[src/hdl/spf_pkg.sv]
// ----------------------------------------------------------------------------
// spf_pkg
// Shared constants, codes and types of the scanline polygon fill unit.
// ----------------------------------------------------------------------------
package spf_pkg;

    localparam int MAX_VERTICES = 16;
    localparam int VIDX_W       = $clog2(MAX_VERTICES);
    localparam int VCNT_W       = VIDX_W + 1;
    localparam int MAX_DIM      = 4096;

    localparam int COORD_W = 16;
    localparam int ROW_W   = 12;
    localparam int COL_W   = 12;
    localparam int DIM_W   = 13;
    localparam int FILL_W  = 32;
    localparam int XING_W  = 24;

    // divider widths: numerator is (dx * dy) * 16, denominator dy of the edge
    localparam int NUM_W = 39;
    localparam int DEN_W = 17;
    localparam int QUO_W = 22;
    localparam int REM_W = 17;
    localparam int DIV_STEPS = QUO_W / 2;

    localparam logic [1:0] OP_BEGIN  = 2'd0;
    localparam logic [1:0] OP_ADD    = 2'd1;
    localparam logic [1:0] OP_RASTER = 2'd2;
    localparam logic [1:0] OP_UNUSED = 2'd3;

    localparam logic [1:0] CFG_WIDTH  = 2'd0;
    localparam logic [1:0] CFG_HEIGHT = 2'd1;
    localparam logic [1:0] CFG_FILL   = 2'd2;

    typedef struct packed {
        logic                    start;
        logic signed [NUM_W-1:0] num;
        logic signed [DEN_W-1:0] den;
    } div_req_t;

    typedef struct packed {
        logic                    done;
        logic signed [QUO_W-1:0] quo;
    } div_rsp_t;

    typedef struct packed {
        logic                     clear;
        logic                     insert;
        logic                     pop;
        logic signed [XING_W-1:0] value;
    } sort_ctl_t;

endpackage

[src/hdl/spf_ifs.sv]
// ----------------------------------------------------------------------------
// spf channel interfaces
// Request channel (vertex loads and row queries) and span result channel.
// ----------------------------------------------------------------------------
interface spf_in_if;
    logic                                 valid;
    logic                                 ready;
    logic [1:0]                           opcode;
    logic signed [spf_pkg::COORD_W-1:0]   vertex_x;
    logic signed [spf_pkg::COORD_W-1:0]   vertex_y;
    logic [spf_pkg::ROW_W-1:0]            row;

    modport source (output valid, opcode, vertex_x, vertex_y, row, input ready);
    modport sink   (input valid, opcode, vertex_x, vertex_y, row, output ready);
endinterface

interface spf_out_if;
    logic                          valid;
    logic                          ready;
    logic [spf_pkg::COL_W-1:0]     span_start;
    logic [spf_pkg::COL_W-1:0]     span_end;
    logic [spf_pkg::FILL_W-1:0]    fill_out;
    logic                          no_span;
    logic                          vertex_overflow;
    logic                          last_span;

    modport source (output valid, span_start, span_end, fill_out, no_span,
                    vertex_overflow, last_span, input ready);
    modport sink   (input valid, span_start, span_end, fill_out, no_span,
                    vertex_overflow, last_span, output ready);
endinterface

[src/hdl/spf_ram.sv]
// ----------------------------------------------------------------------------
// spf_ram
// Generic single-port-write, single-port-read RAM with registered read data.
// ----------------------------------------------------------------------------
module spf_ram #(
    parameter int WIDTH = 32,
    parameter int DEPTH = 16
) (
    input  logic                     clk,
    input  logic                     we,
    input  logic [$clog2(DEPTH)-1:0] waddr,
    input  logic [WIDTH-1:0]         wdata,
    input  logic [$clog2(DEPTH)-1:0] raddr,
    output logic [WIDTH-1:0]         rdata
);

    logic [WIDTH-1:0] mem [DEPTH];
    logic [WIDTH-1:0] rdata_reg;

    always_ff @(posedge clk)
    begin
        if (we)
        begin
            mem[waddr] <= wdata;
        end
        rdata_reg <= mem[raddr];
    end

    assign rdata = rdata_reg;

endmodule

[src/hdl/spf_div.sv]
// ----------------------------------------------------------------------------
// spf_div
// Serial signed divider, two quotient bits a cycle, quotient floored.
// ----------------------------------------------------------------------------
module spf_div (
    input  logic                clk,
    input  logic                rst_n,
    input  spf_pkg::div_req_t   req,
    output spf_pkg::div_rsp_t   rsp
);

    localparam int STEP_W = $clog2(spf_pkg::DIV_STEPS);

    logic                          busy_reg;
    logic                          done_reg;
    logic [STEP_W-1:0]             step_reg;
    logic [spf_pkg::REM_W-1:0]     rem_reg;
    logic [spf_pkg::QUO_W-1:0]     q_reg;
    logic [spf_pkg::DEN_W-1:0]     d_reg;
    logic                          neg_reg;

    logic [spf_pkg::NUM_W-1:0]     nmag;
    logic [spf_pkg::DEN_W-1:0]     dmag;
    logic [spf_pkg::REM_W:0]       r_a;
    logic [spf_pkg::REM_W:0]       r_b;
    logic [spf_pkg::REM_W:0]       s_a;
    logic [spf_pkg::REM_W:0]       s_b;
    logic                          ge_a;
    logic                          ge_b;
    logic [spf_pkg::REM_W-1:0]     rem_a;
    logic [spf_pkg::REM_W-1:0]     rem_b;

    assign nmag = req.num[spf_pkg::NUM_W-1] ? spf_pkg::NUM_W'(-req.num)
                                             : spf_pkg::NUM_W'(req.num);
    assign dmag = req.den[spf_pkg::DEN_W-1] ? spf_pkg::DEN_W'(-req.den)
                                             : spf_pkg::DEN_W'(req.den);

    // two restoring steps, bringing down the next numerator bits from q_reg
    always_comb
    begin
        r_a   = {rem_reg, q_reg[spf_pkg::QUO_W-1]};
        ge_a  = (r_a >= {1'b0, d_reg});
        s_a   = r_a - {1'b0, d_reg};
        rem_a = ge_a ? s_a[spf_pkg::REM_W-1:0] : r_a[spf_pkg::REM_W-1:0];
        r_b   = {rem_a, q_reg[spf_pkg::QUO_W-2]};
        ge_b  = (r_b >= {1'b0, d_reg});
        s_b   = r_b - {1'b0, d_reg};
        rem_b = ge_b ? s_b[spf_pkg::REM_W-1:0] : r_b[spf_pkg::REM_W-1:0];
    end

    always_ff @(posedge clk or negedge rst_n)
    begin
        if (!rst_n)
        begin
            busy_reg <= 1'b0;
            done_reg <= 1'b0;
            step_reg <= '0;
        end
        else
        begin
            done_reg <= 1'b0;
            if (req.start)
            begin
                busy_reg <= 1'b1;
                step_reg <= '0;
            end
            else if (busy_reg)
            begin
                step_reg <= step_reg + 1'b1;
                if (step_reg == STEP_W'(spf_pkg::DIV_STEPS - 1))
                begin
                    busy_reg <= 1'b0;
                    done_reg <= 1'b1;
                end
            end
        end
    end

    always_ff @(posedge clk)
    begin
        if (req.start)
        begin
            // quotient fits QUO_W bits, so the upper numerator bits start as remainder
            rem_reg <= nmag[spf_pkg::NUM_W-1:spf_pkg::QUO_W];
            q_reg   <= nmag[spf_pkg::QUO_W-1:0];
            d_reg   <= dmag;
            neg_reg <= req.num[spf_pkg::NUM_W-1] ^ req.den[spf_pkg::DEN_W-1];
        end
        else if (busy_reg)
        begin
            rem_reg <= rem_b;
            q_reg   <= {q_reg[spf_pkg::QUO_W-3:0], ge_a, ge_b};
        end
    end

    // floor: a negative quotient with a remainder drops by one more
    always_comb
    begin
        rsp.done = done_reg;
        if (!neg_reg)
        begin
            rsp.quo = q_reg;
        end
        else if (rem_reg != '0)
        begin
            rsp.quo = ~q_reg;
        end
        else
        begin
            rsp.quo = -q_reg;
        end
    end

endmodule

[src/hdl/spf_xsort.sv]
// ----------------------------------------------------------------------------
// spf_xsort
// Crossing list kept in ascending order by insertion; pairs leave from the head.
// ----------------------------------------------------------------------------
module spf_xsort (
    input  logic                                clk,
    input  logic                                rst_n,
    input  spf_pkg::sort_ctl_t                  ctl,
    output logic signed [spf_pkg::XING_W-1:0]   head0,
    output logic signed [spf_pkg::XING_W-1:0]   head1,
    output logic [spf_pkg::VCNT_W-1:0]          count
);

    localparam int N = spf_pkg::MAX_VERTICES;

    logic signed [spf_pkg::XING_W-1:0] ent_reg  [N];
    logic signed [spf_pkg::XING_W-1:0] ent_next [N];
    logic [spf_pkg::VCNT_W-1:0]        cnt_reg;
    logic [N-1:0]                      gt;

    always_comb
    begin
        for (int k = 0; k < N; k++)
        begin
            gt[k] = (spf_pkg::VCNT_W'(k) >= cnt_reg) || (ent_reg[k] > ctl.value);
        end
        for (int k = 0; k < N; k++)
        begin
            ent_next[k] = ent_reg[k];
            if (ctl.insert)
            begin
                // equal values keep their place ahead of the new one
                if (gt[k])
                begin
                    if (k == 0)
                    begin
                        ent_next[k] = ctl.value;
                    end
                    else if (!gt[k-1])
                    begin
                        ent_next[k] = ctl.value;
                    end
                    else
                    begin
                        ent_next[k] = ent_reg[k-1];
                    end
                end
            end
            else if (ctl.pop && (k + 2 < N))
            begin
                ent_next[k] = ent_reg[k+2];
            end
        end
    end

    always_ff @(posedge clk)
    begin
        for (int k = 0; k < N; k++)
        begin
            ent_reg[k] <= ent_next[k];
        end
    end

    always_ff @(posedge clk or negedge rst_n)
    begin
        if (!rst_n)
        begin
            cnt_reg <= '0;
        end
        else if (ctl.clear)
        begin
            cnt_reg <= '0;
        end
        else if (ctl.insert)
        begin
            cnt_reg <= cnt_reg + 1'b1;
        end
        else if (ctl.pop)
        begin
            cnt_reg <= cnt_reg - spf_pkg::VCNT_W'(2);
        end
    end

    assign head0 = ent_reg[0];
    assign head1 = ent_reg[1];
    assign count = cnt_reg;

endmodule

[src/hdl/scanline_polygon_fill_unit.sv]
// ----------------------------------------------------------------------------
// scanline_polygon_fill_unit
// Even-odd scanline fill of one polygon: vertex store, edge walk, sorted spans.
// ----------------------------------------------------------------------------
//  channel | dir | payload
//  item    | in  | opcode, vertex_x, vertex_y, row
//  span    | out | span_start, span_end, fill_out, no_span, vertex_overflow,
//          |     | last_span
//  cfg     | in  | cfg_we, cfg_index, cfg_data (write only)
//
//  A row query reads the vertex RAM once per vertex, and each edge that
//  crosses the row passes through the multiply and the serial divider (2 bits
//  a cycle); spans then leave one crossing pair a cycle while the span
//  channel does not stall, followed by the closing result.
//  No reset sweep: vertex RAM data is only used below the vertex count.
//  A stalled span channel holds the query once the single span buffer is full.
module scanline_polygon_fill_unit (
    input  logic                          clk,
    input  logic                          rst_n,
    input  logic                          cfg_we,
    input  logic [1:0]                    cfg_index,
    input  logic [spf_pkg::FILL_W-1:0]    cfg_data,
    spf_in_if.sink                        item,
    spf_out_if.source                     span
);

    localparam logic [3:0] S_IDLE   = 4'd0;
    localparam logic [3:0] S_FIRST  = 4'd1;
    localparam logic [3:0] S_LOAD   = 4'd2;
    localparam logic [3:0] S_TEST   = 4'd3;
    localparam logic [3:0] S_MUL    = 4'd4;
    localparam logic [3:0] S_DSTART = 4'd5;
    localparam logic [3:0] S_DWAIT  = 4'd6;
    localparam logic [3:0] S_EMIT   = 4'd7;
    localparam logic [3:0] S_FINAL  = 4'd8;

    localparam int CW = spf_pkg::COORD_W;
    localparam int VW = 2 * CW;

    logic [3:0] state_reg, state_next;
    logic [spf_pkg::VCNT_W-1:0] vcount_reg, vcount_next;
    logic ovf_reg, ovf_next;
    logic [spf_pkg::DIM_W-1:0] width_reg, height_reg;
    logic [spf_pkg::FILL_W-1:0] fill_reg;
    logic [16:0] yq_reg, yq_next;
    logic [spf_pkg::VIDX_W-1:0] idx_reg, idx_next;
    logic closing_reg, closing_next;
    logic signed [CW-1:0] fx_reg, fy_reg, px_reg, py_reg;
    logic signed [CW-1:0] fx_next, fy_next, px_next, py_next;
    logic signed [CW-1:0] x1_reg, y1_reg, x2_reg, y2_reg;
    logic signed [CW-1:0] x1_next, y1_next, x2_next, y2_next;
    logic signed [16:0] dx_reg, dx_next, den_reg, den_next;
    logic signed [17:0] dy_reg, dy_next;
    logic signed [34:0] prod_reg;
    logic held_valid_reg, held_valid_next;
    logic [spf_pkg::COL_W-1:0] held_start_reg, held_start_next;
    logic [spf_pkg::COL_W-1:0] held_end_reg, held_end_next;

    logic out_valid_reg;
    logic [spf_pkg::COL_W-1:0] out_start_reg, out_end_reg;
    logic [spf_pkg::FILL_W-1:0] out_fill_reg;
    logic out_none_reg, out_ovf_reg, out_last_reg;

    logic push, push_none, push_last;
    logic [spf_pkg::COL_W-1:0] push_start, push_end;
    logic out_free;
    logic accept;
    logic adv;

    logic ram_we;
    logic [spf_pkg::VIDX_W-1:0] ram_waddr, ram_raddr;
    logic [VW-1:0] ram_rdata;
    logic signed [CW-1:0] rd_x, rd_y;

    spf_pkg::div_req_t  div_req;
    spf_pkg::div_rsp_t  div_rsp;
    spf_pkg::sort_ctl_t sort_ctl;
    logic signed [spf_pkg::XING_W-1:0] head0, head1;
    logic [spf_pkg::VCNT_W-1:0] xcount;

    logic [spf_pkg::DIM_W-1:0] wid, hei;
    logic signed [17:0] y1e, y2e, yqe;
    logic crosses;
    logic signed [spf_pkg::XING_W-1:0] xing;
    logic [24:0] lo_sum;
    logic signed [17:0] lo_c, hi_c, lo_e, hi_e, wm1;
    logic span_ok;

    spf_ram #(.WIDTH(VW), .DEPTH(spf_pkg::MAX_VERTICES)) u_vtx_ram (
        .clk   (clk),
        .we    (ram_we),
        .waddr (ram_waddr),
        .wdata ({item.vertex_x, item.vertex_y}),
        .raddr (ram_raddr),
        .rdata (ram_rdata)
    );

    spf_div u_div (
        .clk   (clk),
        .rst_n (rst_n),
        .req   (div_req),
        .rsp   (div_rsp)
    );

    spf_xsort u_xsort (
        .clk   (clk),
        .rst_n (rst_n),
        .ctl   (sort_ctl),
        .head0 (head0),
        .head1 (head1),
        .count (xcount)
    );

    assign item.ready = (state_reg == S_IDLE);
    assign accept     = item.valid && item.ready;
    assign out_free   = !out_valid_reg || span.ready;

    // RAM writes happen only in idle, where the read address stays at vertex 0
    assign ram_we    = accept && ((item.opcode == spf_pkg::OP_BEGIN) ||
                       ((item.opcode == spf_pkg::OP_ADD) &&
                        (vcount_reg < spf_pkg::VCNT_W'(spf_pkg::MAX_VERTICES))));
    assign ram_waddr = (item.opcode == spf_pkg::OP_BEGIN) ? '0
                                                          : vcount_reg[spf_pkg::VIDX_W-1:0];
    assign ram_raddr = (state_reg == S_IDLE) ? '0 : idx_reg + 1'b1;
    assign rd_x      = ram_rdata[VW-1:CW];
    assign rd_y      = ram_rdata[CW-1:0];

    assign wid = (width_reg > spf_pkg::DIM_W'(spf_pkg::MAX_DIM))
                 ? spf_pkg::DIM_W'(spf_pkg::MAX_DIM) : width_reg;
    assign hei = (height_reg > spf_pkg::DIM_W'(spf_pkg::MAX_DIM))
                 ? spf_pkg::DIM_W'(spf_pkg::MAX_DIM) : height_reg;

    // half-open crossing test against y = row
    assign y1e = {{2{y1_reg[CW-1]}}, y1_reg};
    assign y2e = {{2{y2_reg[CW-1]}}, y2_reg};
    assign yqe = {1'b0, yq_reg};
    assign crosses = ((y1e <= yqe) && (y2e > yqe)) || ((y1e > yqe) && (y2e <= yqe));

    assign xing = {{4{x1_reg[CW-1]}}, x1_reg, 4'b0000}
                + {{(spf_pkg::XING_W - spf_pkg::QUO_W){div_rsp.quo[spf_pkg::QUO_W-1]}},
                   div_rsp.quo};

    // span of the head pair: ceil of left, floor of right, clamped
    assign lo_sum = {head0[spf_pkg::XING_W-1], head0} + 25'd255;
    assign lo_e   = {lo_sum[24], lo_sum[24:8]};
    assign hi_e   = {{2{head1[spf_pkg::XING_W-1]}}, head1[spf_pkg::XING_W-1:8]};
    assign wm1    = $signed({5'd0, wid}) - 18'sd1;
    assign lo_c   = (lo_e < 18'sd0) ? 18'sd0 : lo_e;
    assign hi_c   = (hi_e > wm1) ? wm1 : hi_e;
    assign span_ok = (lo_c <= hi_c);

    always_comb
    begin
        state_next      = state_reg;
        vcount_next     = vcount_reg;
        ovf_next        = ovf_reg;
        yq_next         = yq_reg;
        idx_next        = idx_reg;
        closing_next    = closing_reg;
        fx_next         = fx_reg;
        fy_next         = fy_reg;
        px_next         = px_reg;
        py_next         = py_reg;
        x1_next         = x1_reg;
        y1_next         = y1_reg;
        x2_next         = x2_reg;
        y2_next         = y2_reg;
        dx_next         = dx_reg;
        dy_next         = dy_reg;
        den_next        = den_reg;
        held_valid_next = held_valid_reg;
        held_start_next = held_start_reg;
        held_end_next   = held_end_reg;
        push            = 1'b0;
        push_start      = held_start_reg;
        push_end        = held_end_reg;
        push_none       = 1'b0;
        push_last       = 1'b0;
        adv             = 1'b0;
        div_req.start   = 1'b0;
        div_req.num     = {prod_reg, 4'b0000};
        div_req.den     = den_reg;
        sort_ctl.clear  = 1'b0;
        sort_ctl.insert = 1'b0;
        sort_ctl.pop    = 1'b0;
        sort_ctl.value  = xing;

        unique case (state_reg)
            S_IDLE:
            begin
                if (accept)
                begin
                    priority if (item.opcode == spf_pkg::OP_BEGIN)
                    begin
                        vcount_next = spf_pkg::VCNT_W'(1);
                        ovf_next    = 1'b0;
                    end
                    else if (item.opcode == spf_pkg::OP_ADD)
                    begin
                        if (vcount_reg < spf_pkg::VCNT_W'(spf_pkg::MAX_VERTICES))
                        begin
                            vcount_next = vcount_reg + 1'b1;
                        end
                        else
                        begin
                            ovf_next = 1'b1;
                        end
                    end
                    else if (item.opcode == spf_pkg::OP_RASTER)
                    begin
                        sort_ctl.clear  = 1'b1;
                        held_valid_next = 1'b0;
                        yq_next         = {1'b0, item.row, 4'b0000};
                        idx_next        = '0;
                        closing_next    = 1'b0;
                        if (({1'b0, item.row} < hei) && (vcount_reg != '0))
                        begin
                            state_next = S_FIRST;
                        end
                        else
                        begin
                            state_next = S_EMIT;
                        end
                    end
                    else
                    begin
                        state_next = S_IDLE;
                    end
                end
            end
            S_FIRST:
            begin
                fx_next = rd_x;
                fy_next = rd_y;
                px_next = rd_x;
                py_next = rd_y;
                if (vcount_reg == spf_pkg::VCNT_W'(1))
                begin
                    state_next = S_EMIT;
                end
                else
                begin
                    idx_next   = idx_reg + 1'b1;
                    state_next = S_LOAD;
                end
            end
            S_LOAD:
            begin
                x1_next    = px_reg;
                y1_next    = py_reg;
                x2_next    = rd_x;
                y2_next    = rd_y;
                px_next    = rd_x;
                py_next    = rd_y;
                state_next = S_TEST;
            end
            S_TEST:
            begin
                if (crosses)
                begin
                    dx_next    = {x2_reg[CW-1], x2_reg} - {x1_reg[CW-1], x1_reg};
                    dy_next    = yqe - y1e;
                    den_next   = {y2_reg[CW-1], y2_reg} - {y1_reg[CW-1], y1_reg};
                    state_next = S_MUL;
                end
                else
                begin
                    adv = 1'b1;
                end
            end
            S_MUL:
            begin
                state_next = S_DSTART;
            end
            S_DSTART:
            begin
                div_req.start = 1'b1;
                state_next    = S_DWAIT;
            end
            S_DWAIT:
            begin
                if (div_rsp.done)
                begin
                    sort_ctl.insert = 1'b1;
                    adv             = 1'b1;
                end
            end
            S_EMIT:
            begin
                if (xcount >= spf_pkg::VCNT_W'(2))
                begin
                    // hold while an earlier span still waits for the buffer
                    if (!(span_ok && held_valid_reg && !out_free))
                    begin
                        sort_ctl.pop = 1'b1;
                        if (span_ok)
                        begin
                            push            = held_valid_reg;
                            held_valid_next = 1'b1;
                            held_start_next = lo_c[spf_pkg::COL_W-1:0];
                            held_end_next   = hi_c[spf_pkg::COL_W-1:0];
                        end
                    end
                end
                else
                begin
                    state_next = S_FINAL;
                end
            end
            S_FINAL:
            begin
                if (out_free)
                begin
                    push      = 1'b1;
                    push_last = 1'b1;
                    if (!held_valid_reg)
                    begin
                        push_none  = 1'b1;
                        push_start = '0;
                        push_end   = '0;
                    end
                    state_next = S_IDLE;
                end
            end
            default:
            begin
                state_next = S_IDLE;
            end
        endcase

        // advance to the next edge, closing the polygon after the last vertex
        if (adv)
        begin
            priority if (closing_reg)
            begin
                state_next = S_EMIT;
            end
            else if ({1'b0, idx_reg} == vcount_reg - 1'b1)
            begin
                x1_next      = px_reg;
                y1_next      = py_reg;
                x2_next      = fx_reg;
                y2_next      = fy_reg;
                closing_next = 1'b1;
                state_next   = S_TEST;
            end
            else
            begin
                idx_next   = idx_reg + 1'b1;
                state_next = S_LOAD;
            end
        end
    end

    always_ff @(posedge clk or negedge rst_n)
    begin
        if (!rst_n)
        begin
            state_reg      <= S_IDLE;
            vcount_reg     <= '0;
            ovf_reg        <= 1'b0;
            width_reg      <= spf_pkg::DIM_W'(spf_pkg::MAX_DIM);
            height_reg     <= spf_pkg::DIM_W'(spf_pkg::MAX_DIM);
            fill_reg       <= '0;
            held_valid_reg <= 1'b0;
            closing_reg    <= 1'b0;
            out_valid_reg  <= 1'b0;
        end
        else
        begin
            state_reg      <= state_next;
            vcount_reg     <= vcount_next;
            ovf_reg        <= ovf_next;
            held_valid_reg <= held_valid_next;
            closing_reg    <= closing_next;
            if (cfg_we)
            begin
                unique case (cfg_index)
                    spf_pkg::CFG_WIDTH:  width_reg  <= cfg_data[spf_pkg::DIM_W-1:0];
                    spf_pkg::CFG_HEIGHT: height_reg <= cfg_data[spf_pkg::DIM_W-1:0];
                    spf_pkg::CFG_FILL:   fill_reg   <= cfg_data;
                    default:             ;
                endcase
            end
            if (push)
            begin
                out_valid_reg <= 1'b1;
            end
            else if (span.ready)
            begin
                out_valid_reg <= 1'b0;
            end
        end
    end

    always_ff @(posedge clk)
    begin
        yq_reg         <= yq_next;
        idx_reg        <= idx_next;
        fx_reg         <= fx_next;
        fy_reg         <= fy_next;
        px_reg         <= px_next;
        py_reg         <= py_next;
        x1_reg         <= x1_next;
        y1_reg         <= y1_next;
        x2_reg         <= x2_next;
        y2_reg         <= y2_next;
        dx_reg         <= dx_next;
        dy_reg         <= dy_next;
        den_reg        <= den_next;
        prod_reg       <= dx_reg * dy_reg;
        held_start_reg <= held_start_next;
        held_end_reg   <= held_end_next;
        if (push)
        begin
            out_start_reg <= push_start;
            out_end_reg   <= push_end;
            out_fill_reg  <= fill_reg;
            out_none_reg  <= push_none;
            out_ovf_reg   <= ovf_reg;
            out_last_reg  <= push_last;
        end
    end

    assign span.valid           = out_valid_reg;
    assign span.span_start      = out_start_reg;
    assign span.span_end        = out_end_reg;
    assign span.fill_out        = out_fill_reg;
    assign span.no_span         = out_none_reg;
    assign span.vertex_overflow = out_ovf_reg;
    assign span.last_span       = out_last_reg;

`ifndef SYNTH
    a_vcount_cap: assert property (@(posedge clk) disable iff (!rst_n)
        vcount_reg <= spf_pkg::VCNT_W'(spf_pkg::MAX_VERTICES))
        else $error("vertex count beyond capacity");

    a_ovf_full: assert property (@(posedge clk) disable iff (!rst_n)
        ovf_reg |-> (vcount_reg == spf_pkg::VCNT_W'(spf_pkg::MAX_VERTICES)))
        else $error("overflow flagged with room in the store");

    a_xing_count: assert property (@(posedge clk) disable iff (!rst_n)
        (state_reg != S_IDLE) |-> (xcount <= vcount_reg))
        else $error("more crossings than edges");

    a_none_last: assert property (@(posedge clk) disable iff (!rst_n)
        (span.valid && span.no_span) |-> span.last_span)
        else $error("empty-row result not marked last");
`endif

endmodule
[src/flat_wrapper.sv]
// flat-port wrapper written by rule: the top's interface ports become plain ports
module scanline_polygon_fill_unit_flat 
  (clk, rst_n, cfg_we, cfg_index, cfg_data, item_valid, item_opcode, item_vertex_x, item_vertex_y, item_row, item_ready, span_valid, span_span_start, span_span_end, span_fill_out, span_no_span, span_vertex_overflow, span_last_span, span_ready);
  spf_in_if item_i ();
  spf_out_if span_i ();
  input  logic clk;
  input  logic rst_n;
  input  logic cfg_we;
  input  logic [1:0] cfg_index;
  input  logic [spf_pkg::FILL_W-1:0] cfg_data;
  input wire logic [$bits(item_i.valid)-1:0] item_valid;
  input wire logic [$bits(item_i.opcode)-1:0] item_opcode;
  input wire logic [$bits(item_i.vertex_x)-1:0] item_vertex_x;
  input wire logic [$bits(item_i.vertex_y)-1:0] item_vertex_y;
  input wire logic [$bits(item_i.row)-1:0] item_row;
  output wire logic [$bits(item_i.ready)-1:0] item_ready;
  output wire logic [$bits(span_i.valid)-1:0] span_valid;
  output wire logic [$bits(span_i.span_start)-1:0] span_span_start;
  output wire logic [$bits(span_i.span_end)-1:0] span_span_end;
  output wire logic [$bits(span_i.fill_out)-1:0] span_fill_out;
  output wire logic [$bits(span_i.no_span)-1:0] span_no_span;
  output wire logic [$bits(span_i.vertex_overflow)-1:0] span_vertex_overflow;
  output wire logic [$bits(span_i.last_span)-1:0] span_last_span;
  input wire logic [$bits(span_i.ready)-1:0] span_ready;
  assign item_i.valid = item_valid;
  assign item_i.opcode = item_opcode;
  assign item_i.vertex_x = item_vertex_x;
  assign item_i.vertex_y = item_vertex_y;
  assign item_i.row = item_row;
  assign item_ready = item_i.ready;
  assign span_valid = span_i.valid;
  assign span_span_start = span_i.span_start;
  assign span_span_end = span_i.span_end;
  assign span_fill_out = span_i.fill_out;
  assign span_no_span = span_i.no_span;
  assign span_vertex_overflow = span_i.vertex_overflow;
  assign span_last_span = span_i.last_span;
  assign span_i.ready = span_ready;
  scanline_polygon_fill_unit u_core (.clk(clk), .rst_n(rst_n), .cfg_we(cfg_we), .cfg_index(cfg_index), .cfg_data(cfg_data), .item(item_i), .span(span_i));
endmodule
[config.mk]
export PLATFORM = sky130hd
export DESIGN_NAME = scanline_polygon_fill_unit_flat
export DESIGN_NICKNAME = d
export VERILOG_FILES = /design/src/hdl/spf_pkg.sv /design/src/hdl/spf_ifs.sv /design/src/hdl/spf_ram.sv /design/src/hdl/spf_div.sv /design/src/hdl/spf_xsort.sv /design/src/hdl/scanline_polygon_fill_unit.sv /design/src/flat_wrapper.sv
export SDC_FILE = /design/constraint.sdc
export NUM_CORES = 2
export LEC_CHECK = 0
export BUFFER_PORTS_ARGS = -buffer_cell sky130_fd_sc_hd__buf_2
export CAP_MARGIN = 30
export CELL_PAD_IN_SITES_DETAIL_PLACEMENT = 1
export CELL_PAD_IN_SITES_GLOBAL_PLACEMENT = 1
export CORE_ASPECT_RATIO = 0.5
export CORE_MARGIN = 5
export CORE_UTILIZATION = 50
export CTS_CLUSTER_DIAMETER = 50
export DETAILED_ROUTE_END_ITERATION = 8
export PLACE_DENSITY = 0.8
export SETUP_SLACK_MARGIN = 0.4
export SYNTH_ARGS = -nofsm -noshare
export SYNTH_HDL_FRONTEND = slang
export SYNTH_SLANG_ARGS = --single-unit
[constraint.sdc]
create_clock -name clk -period 10.45 [get_ports clk]
set_input_delay 1.045 -clock clk [delete_from_list [all_inputs] [get_ports clk]]
set_output_delay 1.045 -clock clk [all_outputs]
set_load 0.02 [all_outputs]
* Word-level counts from Yosys, hierarchy flattened
Memory sizes are Yosys's and may differ from the RTL's. A register that Yosys moved wholly into a read port is not among the register bits.
Index checks and enable logic that the tools add are counted.
** Storage, ports and cells
- Output and inout bits :: 61
- Register bits :: 453
- Memories :: 2
- Bits of input ports :: 85
- RAM bits :: 896
- Logic and storage cells :: 370
** Cells by class
- Equal/unequal tests :: 30
- Multipliers :: 1
- Bitwise logic cells :: 5
- Order comparisons :: 46
- Reduce and logical (&&, ||, !) cells :: 52
- Multiplexer cells :: 177
- Add/sub/neg operators :: 17
** Memory list
- u_core.u_vtx_ram.mem :: words 16, width 32, read ports 1, clocked after memory_dff 1, wr ports 1, RTL line spf_ram.sv:17 : logic [WIDTH-1:0] mem [DEPTH];
- u_core.u_xsort.ent_reg :: words 16, width 24, read ports 16, clocked after memory_dff 0, wr ports 16, RTL line spf_xsort.sv:16 : logic signed [spf_pkg::XING_W-1:0] ent_reg [N];
** Operator list (count)
- 24-bit two-way mux :: 61
- 24-bit by 23-bit greater-than comparator with 1-bit output :: 16
- 16-bit two-way mux :: 17
- 22-bit two-way mux :: 4
- 4-bit two-way mux :: 21
- 12-bit two-way mux :: 6
- 17-bit two-way mux :: 4
- 1-bit two-way mux :: 46
- 4-bit by 5-bit >= comparator with 1-bit output (first input constant) :: 8
- 39-bit two-way mux :: 1
- 39-bit negator :: 1
- 18-bit by 17-bit >= comparator with 1-bit output :: 2
- 18-bit two-way mux :: 2
- 4-bit case mux with 9 select lines :: 1
- 17-bit by 18-bit multiplier with 35-bit output :: 1
- 16-bit by 17-bit greater-than comparator with 1-bit output :: 2
- 16-bit by 17-bit <= comparator with 1-bit output :: 2
- 16-bit by 16-bit subtractor with 17-bit output :: 2
- 17-bit subtractor :: 2
- 5-bit two-way mux :: 6
- 13-bit greater-than comparator (second input constant) :: 2
- 13-bit two-way mux :: 2
- 24-bit by 9-bit adder with 25-bit output (second input constant) :: 1
- 20-bit by 22-bit adder with 23-bit output :: 1
- 51 further kinds :: 117

* Longest topological paths before layout
- Word-level depth :: 14
- Gate-level depth with buffers :: 33
- Depth with buffers taken out :: 29

* Cells and area by module
A second synthesis with hierarchy kept.
** Unflattened totals
- Cell total of the unflattened synthesis :: 7454
- Area total of the unflattened synthesis :: 85189.2 µm²
** Modules (own cells, without submodules)
- spf_xsort :: area an instance 30300.3 µm², sequential area each 11656.2 µm², cells each 3230, times used 1
- scanline_polygon_fill_unit :: area an instance 29131.7 µm², sequential area each 10177.3 µm², cells each 2702, times used 1
- spf_ram :: area an instance 19835.3 µm², sequential area each 16015.4 µm², cells each 838, times used 1
- spf_div :: area an instance 5921.9 µm², sequential area each 1861.8 µm², cells each 684, times used 1

* Worst setup path before layout
OpenSTA, ideal clock, no wires.
- Kind :: register to register
- Start point :: register u_core.u_div.rem_reg[0] (netlist name)
- End point :: memory u_core.u_xsort.ent_reg[0][72] (netlist name) (enable)
- Setup slack :: 1661 ps
- Data required time :: 10012 ps
- Clock period less this slack :: 8789 ps
- Data arrival time :: 8351 ps
- Buffers on the path :: 4
- Library setup time :: 438 ps
- Stages on the path, launching flop included :: 32
- Path through :: edfxtp_1 nor4_1 nand4_1 or4_1 clkbuf_1 nor3_1 nand3b_1 o21ai_0 xnor2_1 ha_1 a21o_1 a21oi_1 o21ai_0 or4_1 a31oi_1 o21bai_1 a21oi_1 xnor2_1 clkbuf_1 inv_1 ha_1 a21o_1 a21o_1 a21oi_1 nor2_1 a2111oi_0 o211a_1 xnor2_1 a2bb2oi_1 clkbuf_1 buf_2 o21ai_0
** RTL lines (RTL line)
- end, declared :: spf_xsort.sv:16

==> impl_metrics.toml <==
[status]
run_status = "complete, no violations"

[logic_synthesis]
ys.flop_type = "edfxtp_1"
synthMuxAreaShare_pct = 6.00
seq_area_frac_synth_pct = 47.4
syn_nets = 8591
synth_xor_area_share_pct = 2.25
synth_adder_area_share_pct = 17.2
synth-seq-cells = 1381
synth_top_family_by_area = "adder cells"
synthCells = 7544
synth_edf_count = 1164
synth_area_mm2 = 0.0837
async_flop_share_pct = 5.94
yosysWarningCount = 0
yosys.area_share.simple_pct = 11.9
syn_avg_cell_area_um2 = 11.1
yosysUniqueCellTypes = 84
synth_compound_area_share_pct = 11.4

[final_layout]
fillers = 17400
final_nets = 8684
final_common_cell = "edfxtp_1"
fin_util_pct = 55.5
drive_gt1_share_pct = 10.1
largest_reg_flops = 512
area_growth_pct = 10.5
final_cell_mix = "edfxtp_1, nand2_1, ha_1"
seq_area_mm2 = 0.0397
multi_input_area_mm2 = 0.0412

[routing]
drtPass1Iterations = 6
wire_per_inst_um = 27.0
routed_via_density = 6.23
drc_errors = 0
drt_iter0_drc = 6237
drt_wl_total_um = 269000
vias = 62100
ant_nets = 0

[placement]
hpwl_um = 194000
place_congestion = 0.945
portBuffers = 145
post-place-ws_ns = 1.55

[global_routing]
grt_pass1_wl_um = 406000
overflow = 0
antenna_found_initial = 14
track_usage_pct = 29.9
grt_start_max_net_pins = 218
grt_pass1_vias = 64900

[clock_network]
cts_tree = "yes"
cts_resized = 0
postCtsHoldBufs = 0
cts_sinks = 1381
ctsLongestPathBuffers = 3
htreeDepth = 4
clkTransAtPathRegs_ns = 0.07
clk-insertion-delay-late_ns = 0.83
cts_setup_buffers = 0
cts_root_buf = "clkbuf_16"
cts_inserted_buffers = 140

[critical_path]
critical-path-slowest-cell = "nor3_4"
r2r_slack_ns = 1.07
critPathCaptureType = "flop"
path_max_fanout = 16
critPathKind = "flop to flop"
worstPathRequired_ns = 10.96
reg2reg_to = "u_core.u_xsort.ent_reg[1][137]"
worst-endpoint-arrival_ns = 9.89
crit_path_start_kind = "flop"
crit-reg2reg-launch = "u_core.u_div.rem_reg[16]"
cp_slowest_stage_delay_ns = 0.77
r2r_cells = 29

[floorplan]
num_rows = 106
die-width_um = 589
die_height_um = 299
start_util_pct = 50.2
io_pins = 146
core_area_mm2 = 0.167
die-area_mm2 = 0.176

[sta]
whs_ns = 0.240
worst_pin_slew_ns = 1.21
rsz0062_at_grt = "false"
skew_ns = 0.0547
slew_viol_final = 0
finalSetupTns_ns = 0
setup_violations = 0
hold_violations = 0
slew_headroom_pct = 19.4
fmax_ghz = 0.107
layout_setup_ws_ns = 1.07
min_period_ns = 9.38
fin_crit_sh_pct = 89.8

[min_path]
min_path_type = "primary input to async pin"

[flow_run]
drv_cap = 0
==> kinds of logic (layout without fill, tap and decap cells) <==
| kind of cell | count (synthesis) | in the layout |
|---|---|---|
| multiplexers | 433 | 433 |
| AO/OA/AOI/OAI | 1576 | 1576 |
| other | 0 | 7 |
| flip-flops | 1381 | 1381 |
| adder cells (fa/ha/maj) | 962 | 962 |
| XOR/XNOR | 215 | 215 |
| buffers and inverters | 843 | 1053 |
| AND/OR/NAND/NOR | 2134 | 2134 |
==> how the worst max path moves through the flow <==
stage,from,to,slack [ns],cells after the start
finish,u_core.u_div.rem_reg[16],u_core.u_xsort.ent_reg[1][137],1.07,29
global route,u_core.u_div.rem_reg[16],u_core.u_xsort.ent_reg[1][137],0.68,30
CTS,u_core.u_div.rem_reg[16],u_core.u_xsort.ent_reg[1][137],1.37,29
detailed placement,u_core.u_div.rem_reg[16],u_core.u_xsort.ent_reg[0][37],1.55,31
global placement,u_core.u_div.rem_reg[13],u_core.u_xsort.ent_reg[0][120],1.58,28
floorplan,u_core.u_div.rem_reg[0],u_core.u_xsort.ent_reg[0][72],1.66,31
==> critical path, delay by kind of cell (launching register included) <==
family | cells | cell delay, ns
multiplexers | 2 | 0.57
buffers and inverters | 3 | 1.06
adder cells (fa/ha/maj) | 2 | 0.83
XOR/XNOR | 2 | 0.34
flip-flops | 1 | 0.43
AND/OR/NAND/NOR | 8 | 2.91
AO/OA/AOI/OAI | 12 | 2.95
==> synthesized netlist by cell type, drive strengths merged (21+ instances only) <==
cell / number / area share [%]
dfxtp: 135 / 3.2
nor2b: 101 / 0.75
a21o: 105 / 0.94
nand2b: 131 / 0.98
nand3: 72 / 0.43
nor3: 58 / 0.36
nor2: 486 / 2.2
or3: 32 / 0.24
nand4: 96 / 0.72
a31oi: 102 / 0.77
o21a: 36 / 0.32
xnor2: 138 / 1.4
fa: 316 / 7.6
clkbuf: 307 / 1.4
a211oi: 94 / 0.85
xor2: 77 / 0.81
buf: 50 / 0.29
o211ai: 21 / 0.19
ha: 646 / 9.7
inv: 485 / 2.2
o21ai: 579 / 3.5
and3: 24 / 0.18
a21oi: 394 / 2.4
mux2i: 256 / 3.1
edfxtp: 1164 / 42
nand2: 845 / 3.8
a22oi: 24 / 0.22
mux2: 145 / 2.1
o31ai: 29 / 0.26
mux4: 32 / 0.86
o311ai: 68 / 0.71
dfrtp: 80 / 2.4
and2: 203 / 1.5
nor4: 24 / 0.18
==> stage by stage <==
step,cell area (um^2),cells
3_3_place_gp,87400,9691
3_5_place_dp,87700,9703
4_1_cts,92400,9962
5_1_grt,92500,9972
2_1_floorplan,83700,7544
6_report,92500,9975
==> metal layers <==
layer  vias up  global-route usage [%]  wire [um]
met2      2596                    47.3     123000
met3       424                    4.80      22100
met5         -                       0         40
met1     31800                    42.8     117000
met4         6                    8.73       7220
li1      27300                       -          -
==> layout make-up <==
class | count | share of cell area [%]
sequential | 1381 | 42.9
tap | 2214 | 2.99
clock inverter | 81 | 1.00
antenna | 7 | 0.0189
inverter | 486 | 1.97
clock buffer | 178 | 4.07
multi-input combinational | 5320 | 44.6
timing repair buffer | 308 | 2.46
Power is left out: the tool's default activity adds up to more than one toggle a clock period on the data nets, which glitch-free logic cannot reach.
